===== config.mk =====
export PLATFORM = sky130hd
export DESIGN_NAME = icmp_receive_classifier_flat
export DESIGN_NICKNAME = d
export VERILOG_FILES = /design/src/hdl/icr_pkg.sv /design/src/hdl/icr_rx_if.sv /design/src/hdl/icr_verdict_if.sv /design/src/hdl/icmp_receive_classifier.sv /design/src/flat_wrapper.sv
export SDC_FILE = /design/constraint.sdc
export NUM_CORES = 2
export LEC_CHECK = 0
export BUFFER_PORTS_ARGS = -buffer_cell sky130_fd_sc_hd__buf_2
export CAP_MARGIN = 20
export CORE_ASPECT_RATIO = 1.4
export CORE_UTILIZATION = 35
export DETAILED_ROUTE_END_ITERATION = 8
export PLACE_DENSITY_LB_ADDON = 0.1
export SETUP_SLACK_MARGIN = 0.15
export SKIP_CTS_REPAIR_TIMING = 1
export SLEW_MARGIN = 10
export SYNTH_ARGS = -nofsm -noshare
export SYNTH_HDL_FRONTEND = slang
export SYNTH_SLANG_ARGS = --single-unit

===== constraint.sdc =====
create_clock -name clk -period 11.31 [get_ports clk]
set_input_delay 0 -clock clk [delete_from_list [all_inputs] [get_ports clk]]
set_output_delay 0 -clock clk [all_outputs]
set_load 0.03 [all_outputs]

===== src/hdl/icr_pkg.sv =====
// ----------------------------------------------------------------------------
// icr_pkg
// Shared constants, verdict codes and checksum helper for the ICMP receive
// classifier.
// ----------------------------------------------------------------------------
`default_nettype none

package icr_pkg;

	localparam int unsigned MaxReplyIcmpLen = 1480;

	// ICMP message types
	localparam logic [7:0] IcmpEchoReply     = 8'd0;
	localparam logic [7:0] IcmpUnreach       = 8'd3;
	localparam logic [7:0] IcmpQuench        = 8'd4;
	localparam logic [7:0] IcmpRedirect      = 8'd5;
	localparam logic [7:0] IcmpEchoRequest   = 8'd8;
	localparam logic [7:0] IcmpTimeExceeded  = 8'd11;
	localparam logic [7:0] IcmpParamProblem  = 8'd12;

	// one past the highest known codes
	localparam logic [7:0] UnreachCodeLimit  = 8'd6;
	localparam logic [7:0] RedirectCodeLimit = 8'd4;

	// echo reply header words
	localparam logic [15:0] ReplyVerIhl   = 16'h4500;
	localparam logic [15:0] ReplyTtlProto = 16'hFA01;
	localparam logic [15:0] IpHdrBytes    = 16'd20;
	localparam logic [5:0]  MinHdrBytes   = 6'd20;
	localparam logic [15:0] SumAllOnes    = 16'hFFFF;

	typedef enum logic [3:0] {
		KIND_DROP       = 4'd0,
		KIND_SEND_ECHO  = 4'd1,
		KIND_OUR_ECHO   = 4'd2,
		KIND_FOREIGN    = 4'd3,
		KIND_UNREACH    = 4'd4,
		KIND_QUENCH     = 4'd5,
		KIND_REDIRECT   = 4'd6,
		KIND_TIME_EXC   = 4'd7,
		KIND_PARAM_PROB = 4'd8,
		KIND_OTHER      = 4'd9
	} kind_t;

	// one's-complement add of two 16-bit words with end-around carry
	function automatic logic [15:0] oc_add(input logic [15:0] a, input logic [15:0] w);
		logic [16:0] s;
		s = {1'b0, a} + {1'b0, w};
		return s[15:0] + {15'b0, s[16]};
	endfunction

endpackage

`default_nettype wire


===== src/hdl/icr_rx_if.sv =====
// ----------------------------------------------------------------------------
// icr_rx_if
// Byte request channel: one datagram byte and its end marker.
// ----------------------------------------------------------------------------
`default_nettype none

interface icr_rx_if;
	logic       valid;
	logic       ready;
	logic [7:0] rx_byte;
	logic       last;

	modport source (output valid, output rx_byte, output last, input ready);
	modport sink   (input valid, input rx_byte, input last, output ready);
endinterface

`default_nettype wire


===== src/hdl/icr_verdict_if.sv =====
// ----------------------------------------------------------------------------
// icr_verdict_if
// Verdict channel: one classification request per received datagram.
// ----------------------------------------------------------------------------
`default_nettype none

interface icr_verdict_if;
	logic        valid;
	logic        ready;
	logic [3:0]  kind;
	logic [7:0]  msg_code;
	logic [15:0] reply_ip_checksum;
	logic [15:0] reply_icmp_checksum;
	logic [15:0] reply_ident;
	logic [10:0] reply_length;
	logic [31:0] peer_address;
	logic [31:0] gateway_address;
	logic [7:0]  returned_proto;
	logic [31:0] returned_source;
	logic [31:0] returned_dest;
	logic [2:0]  unreach_status;

	modport source (output valid, output kind, output msg_code, output reply_ip_checksum,
		output reply_icmp_checksum, output reply_ident, output reply_length,
		output peer_address, output gateway_address, output returned_proto,
		output returned_source, output returned_dest, output unreach_status, input ready);
	modport sink (input valid, input kind, input msg_code, input reply_ip_checksum,
		input reply_icmp_checksum, input reply_ident, input reply_length,
		input peer_address, input gateway_address, input returned_proto,
		input returned_source, input returned_dest, input unreach_status, output ready);
endinterface

`default_nettype wire


===== src/hdl/icmp_receive_classifier.sv =====
// ----------------------------------------------------------------------------
// icmp_receive_classifier
// Byte-serial ICMP receive path: checksum accumulation, header capture and a
// single verdict per datagram, with echo reply checksums and identification.
// Throughput: one byte per cycle, except that a last byte waits for room
// in the later stages; the per-byte checksum update in the first stage sets
// that rate. The stage 2, 3 and 4 registers lie between it and the verdict.
// Reset: arst_n clears own address, byte count, reply ident and all valids.
// ----------------------------------------------------------------------------
`default_nettype none

module icmp_receive_classifier #(
	parameter int unsigned MAX_REPLY_ICMP_LEN = icr_pkg::MaxReplyIcmpLen
) (
	input  logic                 clk,
	input  logic                 arst_n,
	input  logic                 cfg_we,
	input  logic [31:0]          cfg_wdata,
	icr_rx_if.sink               rx,
	icr_verdict_if.source        verdict
);

	localparam logic [15:0] MaxLen = 16'(MAX_REPLY_ICMP_LEN);

	logic [31:0] own_address_q;

	// pipeline control
	logic v_s1, v_s2, v_s3, v_s4;
	logic out_free, s3_free, s2_free, s1_go, s1_free;

	// input stage
	logic [7:0] byte_s1;
	logic       last_s1;

	// packet state
	logic [15:0] bc_q, tot_q, rx_sum_q, reply_sum_q;
	logic [5:0]  hdr_q;
	logic [7:0]  odd_q, type_q, code_q, rproto_q;
	logic [31:0] src_q, dst_q, w4_q, rsrc_q, rdst_q;
	logic [15:0] id_q;

	// next packet state
	logic [15:0] bc_n, bc_inc, tot_n, rx_sum_n, reply_sum_n;
	logic [5:0]  hdr_n;
	logic [7:0]  odd_n, type_n, code_n, rproto_n;
	logic [31:0] src_n, dst_n, w4_n, rsrc_n, rdst_n;
	logic        first;
	logic        in_icmp;
	logic [15:0] off, len1, clamp1, off_inc;
	logic [7:0]  hi_b, lo_b;

	// snapshot at the last byte
	logic [15:0] bc_s2, tot_s2, rx_sum_s2, reply_sum_s2;
	logic [5:0]  hdr_s2;
	logic [7:0]  type_s2, code_s2, rproto_s2;
	logic [31:0] src_s2, dst_s2, w4_s2, rsrc_s2, rdst_s2;

	// classification stage
	icr_pkg::kind_t kind_c, kind_s3;
	logic        accept_c;
	logic [15:0] len3, clamp3, rlen_c;
	logic [18:0] part_c;
	logic [7:0]  code_s3, rproto_s3;
	logic [31:0] peer_s3, gw_s3, rsrc_s3, rdst_s3;
	logic [15:0] icmp_ck_s3, rlen_s3;
	logic [18:0] part_s3;
	logic [2:0]  unreach_s3;
	logic        send_s3;

	// verdict stage
	logic [18:0] ip_sum;
	logic [16:0] ip_f1;
	logic [15:0] ip_f2;
	icr_pkg::kind_t kind_s4;
	logic [7:0]  code_s4, rproto_s4;
	logic [15:0] ip_ck_s4, icmp_ck_s4, ident_s4;
	logic [10:0] rlen_s4;
	logic [31:0] peer_s4, gw_s4, rsrc_s4, rdst_s4;
	logic [2:0]  unreach_s4;

	// ------------------------------------------------------------------------
	// handshake: only last bytes travel past the first stage
	// ------------------------------------------------------------------------
	assign out_free = !v_s4 || verdict.ready;
	assign s3_free  = !v_s3 || out_free;
	assign s2_free  = !v_s2 || s3_free;
	assign s1_go    = v_s1 && (!last_s1 || s2_free);
	assign s1_free  = !v_s1 || s1_go;
	assign rx.ready = s1_free;

	always_ff @(posedge clk or negedge arst_n) begin
		if (!arst_n) begin
			v_s1          <= 1'b0;
			v_s2          <= 1'b0;
			v_s3          <= 1'b0;
			v_s4          <= 1'b0;
			own_address_q <= '0;
			bc_q          <= '0;
			id_q          <= '0;
		end else begin
			if (cfg_we) begin
				own_address_q <= cfg_wdata;
			end
			if (s1_free) begin
				v_s1 <= rx.valid;
			end
			if (s2_free) begin
				v_s2 <= s1_go && last_s1;
			end
			if (s3_free) begin
				v_s3 <= v_s2;
			end
			if (out_free) begin
				v_s4 <= v_s3;
			end
			if (s1_go) begin
				bc_q <= bc_n;
			end
			// advance the ident for every echo reply sent
			if (out_free && v_s3 && send_s3) begin
				id_q <= id_q + 16'd1;
			end
		end
	end

	always_ff @(posedge clk) begin
		if (s1_free) begin
			byte_s1 <= rx.rx_byte;
			last_s1 <= rx.last;
		end
	end

	// ------------------------------------------------------------------------
	// stage 1: per-byte capture and checksum accumulation
	// ------------------------------------------------------------------------
	always_comb begin
		first       = (bc_q == 16'd0);
		hdr_n       = first ? '0 : hdr_q;
		tot_n       = first ? '0 : tot_q;
		rx_sum_n    = first ? '0 : rx_sum_q;
		reply_sum_n = first ? '0 : reply_sum_q;
		odd_n       = first ? '0 : odd_q;
		type_n      = first ? '0 : type_q;
		code_n      = first ? '0 : code_q;
		src_n       = first ? '0 : src_q;
		dst_n       = first ? '0 : dst_q;
		w4_n        = first ? '0 : w4_q;
		rproto_n    = first ? '0 : rproto_q;
		rsrc_n      = first ? '0 : rsrc_q;
		rdst_n      = first ? '0 : rdst_q;
		hi_b        = '0;
		lo_b        = '0;

		priority if (bc_q == 16'd0) begin
			hdr_n = {byte_s1[3:0], 2'b00};
		end else if (bc_q == 16'd2) begin
			tot_n = {byte_s1, tot_n[7:0]};
		end else if (bc_q == 16'd3) begin
			tot_n = {tot_n[15:8], byte_s1};
		end else if (bc_q >= 16'd12 && bc_q <= 16'd15) begin
			src_n = {src_n[23:0], byte_s1};
		end else if (bc_q >= 16'd16 && bc_q <= 16'd19) begin
			dst_n = {dst_n[23:0], byte_s1};
		end else begin
		end

		in_icmp = (hdr_n >= icr_pkg::MinHdrBytes) && (bc_q >= {10'b0, hdr_n})
			&& (bc_q < tot_n);
		off     = bc_q - {10'b0, hdr_n};
		off_inc = off + 16'd1;
		len1    = tot_n - {10'b0, hdr_n};
		clamp1  = (len1 > MaxLen) ? MaxLen : len1;

		if (in_icmp) begin
			priority if (off == 16'd0) begin
				type_n = byte_s1;
			end else if (off == 16'd1) begin
				code_n = byte_s1;
			end else if (off >= 16'd4 && off <= 16'd7) begin
				w4_n = {w4_n[23:0], byte_s1};
			end else if (off >= 16'd17 && off <= 16'd27) begin
				// returned header bytes land in fixed slots
				unique case (off[4:0])
					5'd17:   rproto_n       = byte_s1;
					5'd20:   rsrc_n[31:24]  = byte_s1;
					5'd21:   rsrc_n[23:16]  = byte_s1;
					5'd22:   rsrc_n[15:8]   = byte_s1;
					5'd23:   rsrc_n[7:0]    = byte_s1;
					5'd24:   rdst_n[31:24]  = byte_s1;
					5'd25:   rdst_n[23:16]  = byte_s1;
					5'd26:   rdst_n[15:8]   = byte_s1;
					5'd27:   rdst_n[7:0]    = byte_s1;
					default: ;
				endcase
			end else begin
			end

			if (off[0]) begin
				rx_sum_n = icr_pkg::oc_add(rx_sum_n, {odd_n, byte_s1});
				if (off < clamp1) begin
					// reply carries type zero and a zero checksum field
					hi_b = (off == 16'd1 || off == 16'd3) ? 8'd0 : odd_n;
					lo_b = (off == 16'd3) ? 8'd0 : byte_s1;
					reply_sum_n = icr_pkg::oc_add(reply_sum_n, {hi_b, lo_b});
				end
			end else begin
				odd_n = byte_s1;
				if (off_inc == len1) begin
					rx_sum_n = icr_pkg::oc_add(rx_sum_n, {byte_s1, 8'd0});
				end
				if (off_inc == clamp1) begin
					hi_b = (off == 16'd0 || off == 16'd2) ? 8'd0 : byte_s1;
					reply_sum_n = icr_pkg::oc_add(reply_sum_n, {hi_b, 8'd0});
				end
			end
		end

		bc_inc = (bc_q == 16'hFFFF) ? bc_q : bc_q + 16'd1;
		bc_n   = last_s1 ? 16'd0 : bc_inc;
	end

	always_ff @(posedge clk) begin
		if (s1_go) begin
			hdr_q       <= hdr_n;
			tot_q       <= tot_n;
			rx_sum_q    <= rx_sum_n;
			reply_sum_q <= reply_sum_n;
			odd_q       <= odd_n;
			type_q      <= type_n;
			code_q      <= code_n;
			src_q       <= src_n;
			dst_q       <= dst_n;
			w4_q        <= w4_n;
			rproto_q    <= rproto_n;
			rsrc_q      <= rsrc_n;
			rdst_q      <= rdst_n;
		end
		if (s2_free) begin
			bc_s2        <= bc_inc;
			hdr_s2       <= hdr_n;
			tot_s2       <= tot_n;
			rx_sum_s2    <= rx_sum_n;
			reply_sum_s2 <= reply_sum_n;
			type_s2      <= type_n;
			code_s2      <= code_n;
			src_s2       <= src_n;
			dst_s2       <= dst_n;
			w4_s2        <= w4_n;
			rproto_s2    <= rproto_n;
			rsrc_s2      <= rsrc_n;
			rdst_s2      <= rdst_n;
		end
	end

	// ------------------------------------------------------------------------
	// stage 3: classify and prepare reply fields
	// ------------------------------------------------------------------------
	always_comb begin
		len3   = (tot_s2 >= {10'b0, hdr_s2}) ? tot_s2 - {10'b0, hdr_s2} : 16'd0;
		clamp3 = (len3 > MaxLen) ? MaxLen : len3;
		rlen_c = icr_pkg::IpHdrBytes + clamp3;
		part_c = {3'b0, icr_pkg::ReplyVerIhl} + {3'b0, icr_pkg::ReplyTtlProto}
			+ {3'b0, dst_s2[31:16]} + {3'b0, dst_s2[15:0]}
			+ {3'b0, src_s2[31:16]} + {3'b0, src_s2[15:0]};

		accept_c = (hdr_s2 >= icr_pkg::MinHdrBytes) && (tot_s2 >= {10'b0, hdr_s2})
			&& (bc_s2 >= tot_s2) && (rx_sum_s2 == icr_pkg::SumAllOnes)
			&& (own_address_q != 32'd0) && (dst_s2 == own_address_q);

		kind_c = icr_pkg::KIND_DROP;
		if (accept_c) begin
			unique case (type_s2)
				icr_pkg::IcmpEchoReply:
					kind_c = (w4_s2[31:16] == own_address_q[31:16])
						? icr_pkg::KIND_OUR_ECHO : icr_pkg::KIND_FOREIGN;
				icr_pkg::IcmpUnreach:
					kind_c = (code_s2 < icr_pkg::UnreachCodeLimit)
						? icr_pkg::KIND_UNREACH : icr_pkg::KIND_OTHER;
				icr_pkg::IcmpQuench:
					kind_c = icr_pkg::KIND_QUENCH;
				icr_pkg::IcmpRedirect:
					kind_c = (code_s2 < icr_pkg::RedirectCodeLimit)
						? icr_pkg::KIND_REDIRECT : icr_pkg::KIND_OTHER;
				icr_pkg::IcmpEchoRequest:
					// never answer toward a broadcast
					kind_c = (src_s2 == 32'd0 || src_s2 == 32'hFFFF_FFFF
						|| own_address_q == 32'hFFFF_FFFF)
						? icr_pkg::KIND_DROP : icr_pkg::KIND_SEND_ECHO;
				icr_pkg::IcmpTimeExceeded:
					kind_c = icr_pkg::KIND_TIME_EXC;
				icr_pkg::IcmpParamProblem:
					kind_c = icr_pkg::KIND_PARAM_PROB;
				default:
					kind_c = icr_pkg::KIND_OTHER;
			endcase
		end
	end

	always_ff @(posedge clk) begin
		if (s3_free) begin
			kind_s3    <= kind_c;
			send_s3    <= (kind_c == icr_pkg::KIND_SEND_ECHO);
			code_s3    <= (kind_c != icr_pkg::KIND_DROP) ? code_s2 : 8'd0;
			peer_s3    <= (kind_c != icr_pkg::KIND_DROP) ? src_s2 : 32'd0;
			gw_s3      <= (kind_c == icr_pkg::KIND_REDIRECT) ? w4_s2 : 32'd0;
			icmp_ck_s3 <= (kind_c == icr_pkg::KIND_SEND_ECHO) ? ~reply_sum_s2 : 16'd0;
			rlen_s3    <= (kind_c == icr_pkg::KIND_SEND_ECHO) ? rlen_c : 16'd0;
			part_s3    <= part_c;
			if (kind_c >= icr_pkg::KIND_UNREACH && kind_c <= icr_pkg::KIND_PARAM_PROB) begin
				rproto_s3 <= rproto_s2;
				rsrc_s3   <= rsrc_s2;
				rdst_s3   <= rdst_s2;
			end else begin
				rproto_s3 <= '0;
				rsrc_s3   <= '0;
				rdst_s3   <= '0;
			end
			unreach_s3 <= (kind_c == icr_pkg::KIND_UNREACH) ? code_s2[2:0] + 3'd1 : 3'd0;
		end
	end

	// ------------------------------------------------------------------------
	// stage 4: reply IP header checksum and verdict register
	// ------------------------------------------------------------------------
	always_comb begin
		ip_sum = part_s3 + {3'b0, rlen_s3} + {3'b0, id_q};
		ip_f1  = {1'b0, ip_sum[15:0]} + {14'b0, ip_sum[18:16]};
		ip_f2  = ip_f1[15:0] + {15'b0, ip_f1[16]};
	end

	always_ff @(posedge clk) begin
		if (out_free) begin
			kind_s4    <= kind_s3;
			code_s4    <= code_s3;
			ip_ck_s4   <= send_s3 ? ~ip_f2 : 16'd0;
			icmp_ck_s4 <= icmp_ck_s3;
			ident_s4   <= send_s3 ? id_q : 16'd0;
			rlen_s4    <= rlen_s3[10:0];
			peer_s4    <= peer_s3;
			gw_s4      <= gw_s3;
			rproto_s4  <= rproto_s3;
			rsrc_s4    <= rsrc_s3;
			rdst_s4    <= rdst_s3;
			unreach_s4 <= unreach_s3;
		end
	end

	assign verdict.valid               = v_s4;
	assign verdict.kind                = kind_s4;
	assign verdict.msg_code            = code_s4;
	assign verdict.reply_ip_checksum   = ip_ck_s4;
	assign verdict.reply_icmp_checksum = icmp_ck_s4;
	assign verdict.reply_ident         = ident_s4;
	assign verdict.reply_length        = rlen_s4;
	assign verdict.peer_address        = peer_s4;
	assign verdict.gateway_address     = gw_s4;
	assign verdict.returned_proto      = rproto_s4;
	assign verdict.returned_source     = rsrc_s4;
	assign verdict.returned_dest       = rdst_s4;
	assign verdict.unreach_status      = unreach_s4;

	// ------------------------------------------------------------------------
	// assertions
	// ------------------------------------------------------------------------
	a_drop_clean: assert property (@(posedge clk) disable iff (!arst_n)
		v_s4 && kind_s4 == icr_pkg::KIND_DROP |-> peer_s4 == 32'd0 && code_s4 == 8'd0)
		else $error("drop verdict carries message fields");

	a_reply_only_on_send: assert property (@(posedge clk) disable iff (!arst_n)
		v_s4 && kind_s4 != icr_pkg::KIND_SEND_ECHO |-> rlen_s4 == 11'd0 && ip_ck_s4 == 16'd0)
		else $error("reply fields set on a verdict that sends nothing");

	a_ident_step: assert property (@(posedge clk) disable iff (!arst_n)
		id_q != $past(id_q) |-> $past(out_free && v_s3 && send_s3))
		else $error("reply ident moved without an echo reply");

	a_pipe_hold: assert property (@(posedge clk) disable iff (!arst_n)
		v_s3 && !out_free |=> v_s3 && $stable(kind_s3))
		else $error("classified verdict lost while output stalled");

endmodule

`default_nettype wire

===== src/flat_wrapper.sv =====
// flat-port wrapper written by rule: the top's interface ports become plain ports
module icmp_receive_classifier_flat 
#(
	parameter int unsigned MAX_REPLY_ICMP_LEN = icr_pkg::MaxReplyIcmpLen
)
  (clk, arst_n, cfg_we, cfg_wdata, rx_valid, rx_rx_byte, rx_last, rx_ready, verdict_valid, verdict_kind, verdict_msg_code, verdict_reply_ip_checksum, verdict_reply_icmp_checksum, verdict_reply_ident, verdict_reply_length, verdict_peer_address, verdict_gateway_address, verdict_returned_proto, verdict_returned_source, verdict_returned_dest, verdict_unreach_status, verdict_ready);
  icr_rx_if rx_i ();
  icr_verdict_if verdict_i ();
  input  logic clk;
  input  logic arst_n;
  input  logic cfg_we;
  input  logic [31:0] cfg_wdata;
  input wire logic [$bits(rx_i.valid)-1:0] rx_valid;
  input wire logic [$bits(rx_i.rx_byte)-1:0] rx_rx_byte;
  input wire logic [$bits(rx_i.last)-1:0] rx_last;
  output wire logic [$bits(rx_i.ready)-1:0] rx_ready;
  output wire logic [$bits(verdict_i.valid)-1:0] verdict_valid;
  output wire logic [$bits(verdict_i.kind)-1:0] verdict_kind;
  output wire logic [$bits(verdict_i.msg_code)-1:0] verdict_msg_code;
  output wire logic [$bits(verdict_i.reply_ip_checksum)-1:0] verdict_reply_ip_checksum;
  output wire logic [$bits(verdict_i.reply_icmp_checksum)-1:0] verdict_reply_icmp_checksum;
  output wire logic [$bits(verdict_i.reply_ident)-1:0] verdict_reply_ident;
  output wire logic [$bits(verdict_i.reply_length)-1:0] verdict_reply_length;
  output wire logic [$bits(verdict_i.peer_address)-1:0] verdict_peer_address;
  output wire logic [$bits(verdict_i.gateway_address)-1:0] verdict_gateway_address;
  output wire logic [$bits(verdict_i.returned_proto)-1:0] verdict_returned_proto;
  output wire logic [$bits(verdict_i.returned_source)-1:0] verdict_returned_source;
  output wire logic [$bits(verdict_i.returned_dest)-1:0] verdict_returned_dest;
  output wire logic [$bits(verdict_i.unreach_status)-1:0] verdict_unreach_status;
  input wire logic [$bits(verdict_i.ready)-1:0] verdict_ready;
  assign rx_i.valid = rx_valid;
  assign rx_i.rx_byte = rx_rx_byte;
  assign rx_i.last = rx_last;
  assign rx_ready = rx_i.ready;
  assign verdict_valid = verdict_i.valid;
  assign verdict_kind = verdict_i.kind;
  assign verdict_msg_code = verdict_i.msg_code;
  assign verdict_reply_ip_checksum = verdict_i.reply_ip_checksum;
  assign verdict_reply_icmp_checksum = verdict_i.reply_icmp_checksum;
  assign verdict_reply_ident = verdict_i.reply_ident;
  assign verdict_reply_length = verdict_i.reply_length;
  assign verdict_peer_address = verdict_i.peer_address;
  assign verdict_gateway_address = verdict_i.gateway_address;
  assign verdict_returned_proto = verdict_i.returned_proto;
  assign verdict_returned_source = verdict_i.returned_source;
  assign verdict_returned_dest = verdict_i.returned_dest;
  assign verdict_unreach_status = verdict_i.unreach_status;
  assign verdict_i.ready = verdict_ready;
  icmp_receive_classifier #(.MAX_REPLY_ICMP_LEN(MAX_REPLY_ICMP_LEN)) u_core (.clk(clk), .arst_n(arst_n), .cfg_we(cfg_we), .cfg_wdata(cfg_wdata), .rx(rx_i), .verdict(verdict_i));
endmodule

* After elaboration in Yosys (flattened, before gate mapping)
Cells that the tools add are included.
** Operators by class
- Divide/modulo/power cells :: 0
- Reduce and logical (&&, ||, !) cells :: 36
- Mux-type cells :: 81
- Equal/unequal tests :: 31
- Bitwise operators :: 2
- Magnitude comparators :: 21
- Multiply operators :: 0
- Add/subtract/negate cells :: 24
- Shift-type cells :: 0
** Operators with widths (count)
- $mux 32 :: 28
- $mux 16 :: 17
- $mux 8 :: 29
- $add 19x16->19 :: 5
- $add 16x1->16 :: 5
- $add 16x16->17 :: 4
- $eq 16x2->1 const B :: 4
- $eq 32x32->1 const B :: 2
- $add 16x1->16 const B :: 3
- $eq 16x16->1 :: 3
- $sub 16x6->16 :: 3
- $eq 5x5->1 const B :: 9
- $eq 16x16->1 const B :: 2
- $eq 32x32->1 :: 1
- $ge 16x5->1 const B :: 2
- $ge 16x6->1 :: 2
- $gt 16x11->1 const B :: 2
- $le 16x5->1 const B :: 2
- $logic_not 16->1 :: 2
- $logic_not 32->1 :: 1
- $lt 16x16->1 :: 2
- $not 16->16 :: 2
- $reduce_bool 32->1 :: 1
- $pmux 4 s7 :: 1
- 27 further kinds :: 63
** Word-level totals
- Output and inout port bits :: 212
- Latch bits :: 0
- Memories kept :: 0
- Flip-flop bits (word level) :: 990
- Input bits :: 46
- Bits in writable memories :: 0
- Bits in read-only memories :: 0
- Logic and storage cells :: 254

* Logic depth before layout (Yosys ltp)
- Word-level depth :: 12
- Mapped depth :: 49
- Depth with buffers taken out :: 40

* Least setup slack after synthesis
Ideal clock, no wire load.
- Kind :: register -> register
- Start point :: register u_core.bc_q[1]
- End point :: register u_core.reply_sum_q[15], data pin
- Slack :: 1462 ps
- Clock period less this slack :: 9848 ps
- Data required time :: 11138 ps
- Buffers on the path :: 8
- Cell stages (with the launch flop) :: 46
- Library setup time :: 172 ps
- Data arrival time :: 9676 ps
- Cell sequence :: dfrtp_1 inv_1 ha_1 clkbuf_1 nand3_4 clkbuf_1 clkbuf_1 clkbuf_1 clkbuf_1 clkbuf_1 clkbuf_1 nand2_1 ha_1 nor2b_1 or3_1 a221oi_1 a211oi_2 o31ai_1 [10 not listed] o21a_1 o21ai_0 a21oi_1 o2111ai_1 a31oi_1 a21o_1 a21oi_1 nor2b_1 o21ai_0 nand2b_1 ha_1 nand3_1 nor3b_1 or3b_2 xnor3_1 a22oi_1 nor2_1 nor3_1
** On the way
- Cells in the longest elaborated chain, start to end :: 12
- Elaborated cells between the ends (all ways) :: 39
- Classes of those cells :: add/sub: 7; order compare: 5; eq/ne: 6; mux: 15; reduce/logical: 6
** RTL lines
- start, declared :: RTL line icmp_receive_classifier.sv:36 : logic [15:0] bc_q, tot_q, rx_sum_q, reply_sum_q;
- start signal, assigned :: RTL line icmp_receive_classifier.sv:117 : bc_q <= bc_n;
- branches (longest 11 deep; another with $add 16x16->17)
- $mux 16 * :: RTL line icmp_receive_classifier.sv:174 : if (in_icmp) begin
- net u_core.reply_sum_n[15] :: RTL line icmp_receive_classifier.sv:43 : logic [15:0] bc_n, bc_inc, tot_n, rx_sum_n, reply_sum_n;
- end signal, assigned :: RTL line icmp_receive_classifier.sv:227 : reply_sum_q <= reply_sum_n;
- end, declared :: RTL line icmp_receive_classifier.sv:36
Mark *: on every way through the listed nets, which the timed path passes.
A chain may end at the register's enable or synchronous reset.

* Worst setup path in the final report
- Start point :: register u_core.bc_q[6]
- End point :: register u_core.reply_sum_s2[15], data pin
** On the way
- Cells in the longest elaborated chain, start to end :: 12
- Elaborated cells between the ends (all ways) :: 39
- Classes of those cells :: add/sub: 7; order compare: 5; eq/ne: 6; mux: 15; reduce/logical: 6
** RTL lines
- branches (longest 11 deep; another with $add 16x16->17)
- $mux 16 * :: RTL line icmp_receive_classifier.sv:174
- net u_core.reply_sum_n[15] :: RTL line icmp_receive_classifier.sv:43
- end signal, assigned :: RTL line icmp_receive_classifier.sv:243 : reply_sum_s2 <= reply_sum_n;
- end, declared :: RTL line icmp_receive_classifier.sv:53 : logic [15:0] bc_s2, tot_s2, rx_sum_s2, reply_sum_s2;
Marks and branches as above.

==> results by group <==
Status
  • Status: finished, final reports clean

Setup path
  • Crit-path max FO: 40
  • Worst Path Arrival: 10.67 ns
  • Slowest Stage Delay on Critical Path: 0.57 ns
  • Crit start category: flop
  • Slowest-stage cell, CP: xor2_1
  • Required @ worst endpoint: 11.82 ns
  • CP endpoint kind: flop
  • Critical path class: reg -> reg

Power
  • Maximum vdd ir drop: ~0.13 mV
  • Leak: 22.8 nW
  • Cell Pwr Density: 233 nW/um^2

Clocking
  • CTS sink cnt: 990
  • Worst-case clock buffer depth: 3
  • CTS root buffer: clkbuf_16
  • CTS HTree Levels: 3
  • Clk_lat worst skew: 0.75 ns
  • Cts bufs inserted: roughly 100
  • CTS tree: done
  • Worst-path clk slew: 0.06 ns

Floorplan
  • FP Rows: 160
  • Initial Util: 35.4%
  • Die Area: approximately 140000 sq um
  • Core area: 136000 sq um
  • I/O pin total: 258
  • Die W: about 320 um
  • DIE HEIGHT: between 400 and 500 um

Final layout
  • Synthesis-to-finish area growth: 16.1%
  • Multi-input gate area: 17500 sq um
  • Nets@finish: 4554
  • Fillers: 12990
  • Reg area: 29400 sq um
  • Share of cells above drive strength 1: a little over an eighth

Placed design
  • IO buf count: 257
  • GP Congestion: 0.895
  • Detailed Place HPWL: between 100000 and 150000 um
  • Place WS: 1.31 ns

Global routing
  • Grt ovf: 0
  • First-pass GRT wire length: 207000 um
  • Pin count of the biggest net entering global routing: 137
  • Met1 GRT Util: 23.3%
  • Initial antenna violation count: 2
  • Vias in the first global route: around 31000
  • GRT Resource Usage Total: approximately a fifth
  • Met2 Usage GRT: 36.8%
  • Grt met3 use: 2.68%
  • Grt peak-use layer: met2

Synth
  • Register area share after synthesis: roughly 61%
  • Distinct cell type count after synthesis: 105
  • Ys async rst share: under 10%
  • Yosys warning count: 0
  • Post-Syn Area: slightly below 50000 sq um
  • Ys flop type: edfxtp_1
  • Commonest cells in the netlist: 922 x edfxtp_1, 424 x nand2_1, 232 x and2_1
  • Mapped Cells: 3932
  • Count leader, synth: edfxtp_1
  • Average size of a mapped cell: approximately 12 sq um
  • Number of flops mapped to enable cells by yosys: just over 900
  • #FFs+latches synth: 990
  • Largest area contributor in the netlist: edfxtp_1
  • Dominant cells by area after synthesis: edfxtp_1 57%, ha_1 4.3%, dfrtp_1 3.5%
  • Area share of the largest cell type after synthesis: 57.3%

Detailed routing
  • Total length of routed wires: 143000 um
  • Wire length per cell: 23.3 um
  • TritonRoute pass-1 iters: 5
  • DRC Markers: 0
  • Drt via density: between 5 and 6
  • Iter 0 DRT Violations: about 1900
  • Via count: roughly 31000
  • Routed Antenna Nets: 0

STA
  • Maximum clock rate: 98.4 MHz
  • Final setup fails: 0
  • Tmin final: 10.16 ns
  • Final-report hold violation count: 0
  • Final Slew Violations: 0
  • Setup TNS: 0 ns
  • Worst Max-Slew Pin Slew: 1.08 ns
  • Worst setup margin: 1.15 ns
  • Setup Skew: 0.0516 ns
  • Period Utilization, post-route: 89.9%
  • Slew HR: 28.3%
  • RSZ-0062 raised after global routing: no

Job
  • Number of max-cap violations: 0

Worst hold path
  • Hold Crit Class: in -> async
==> logic make-up (layout without fill, tap and decap cells) <==
kind of cell / Yosys count / after routing / share of synthesized area [%]
other: 2 / 14 / 0.0155
adder cells (fa/ha/maj): 223 / 223 / 6.66
flip-flops: 990 / 990 / 60.8
multiplexers: 58 / 58 / 1.31
buffers and inverters: 389 / 822 / 3.14
AO/OA/AOI/OAI: 654 / 654 / 8.69
XOR/XNOR: 279 / 279 / 5.23
AND/OR/NAND/NOR: 1337 / 1337 / 14.1
==> routing by layer <==
layer,share of wire (%),routed length [um]
met1,40,56800
met2,52,74700
met3,3.5,4960
met4,4.7,6750
met5,0,0
==> area by class of cell <==
class | instances | area share [%]
Sequential cell | 990 | 52.4
Multi-Input combinational cell | 2561 | 31.2
Clock buffer | 137 | 5.13
Timing Repair Buffer | 406 | 4.67
Tap cell | 1782 | 3.97
Inverter | 224 | 1.54
Clock inverter | 55 | 1.05
Antenna cell | 4 | 0.0178
==> report_power, final <==
group	leakage [nW]	internal, W	switching, W	total, W
Combinational	10.1	0.00167	0.00274	0.00441
Sequential	11.1	0.00479	0.000375	0.00517
Clock	1.68	0.00198	0.00149	0.00347
==> final timing paths <==
| kind | from | end | slack [ns] | depth (start not counted) |
|---|---|---|---|---|
| setup / recovery | u_core.bc_q[6] | u_core.reply_sum_s2[15] | 1.15 | 37 |
| hold / removal | arst_n | u_core.id_q[3] | 0.0001 | 3 |
| setup reg to reg | u_core.bc_q[6] | u_core.reply_sum_s2[15] | 1.15 | 37 |
| hold reg to reg | u_core.rsrc_s3[6] | u_core.verdict.returned_source[6] | 0.39 | 0 |
| max in group asynchronous | arst_n | u_core.id_q[15] | 10.48 | 3 |
| min in group clk | verdict_ready | u_core.v_s3 | 0 | 4 |
==> placed cells by master, fill, tap and decap left out, types with 166 or more instances in the layout <==
cell type	count
inv_1	217
a21oi_1	192
nand2_1	423
nor2_1	167
xnor2_1	172
o21ai_0	173
edfxtp_1	922
buf_2	256
ha_1	166
and2_1	232
==> metrics by stage <==
stage | cells | total power [W] | hold WS (ns) | util (%) | instance area [sq um]
after floorplan | 3940 | 0.00831 | -0.296 | - | 48300
after global placement | 5878 | 0.00965 | -0.129 | 38.0 | 51800
after detailed placement | 5879 | 0.00965 | -0.130 | 38.0 | 51800
after CTS | 6071 | 0.0132 | -0.961 | 40.5 | 55300
after global routing | 6156 | 0.0138 | 0.0150 | 41.1 | 56100
final | 6159 | 0.0131 | 0.000104 | 41.2 | 56100
==> worst max-delay path, delay by kind of cell, from the launching register on <==
family | cells | cell delay [ns]
compound gates | 9 | 1.87
fa+ha+maj | 3 | 0.84
flops | 1 | 0.56
mux | 1 | 0.27
simple gates | 19 | 4.68
buf+inv | 3 | 0.78
xor+xnor | 2 | 0.91
No activity file was read; power rests on OpenSTA's default activity.
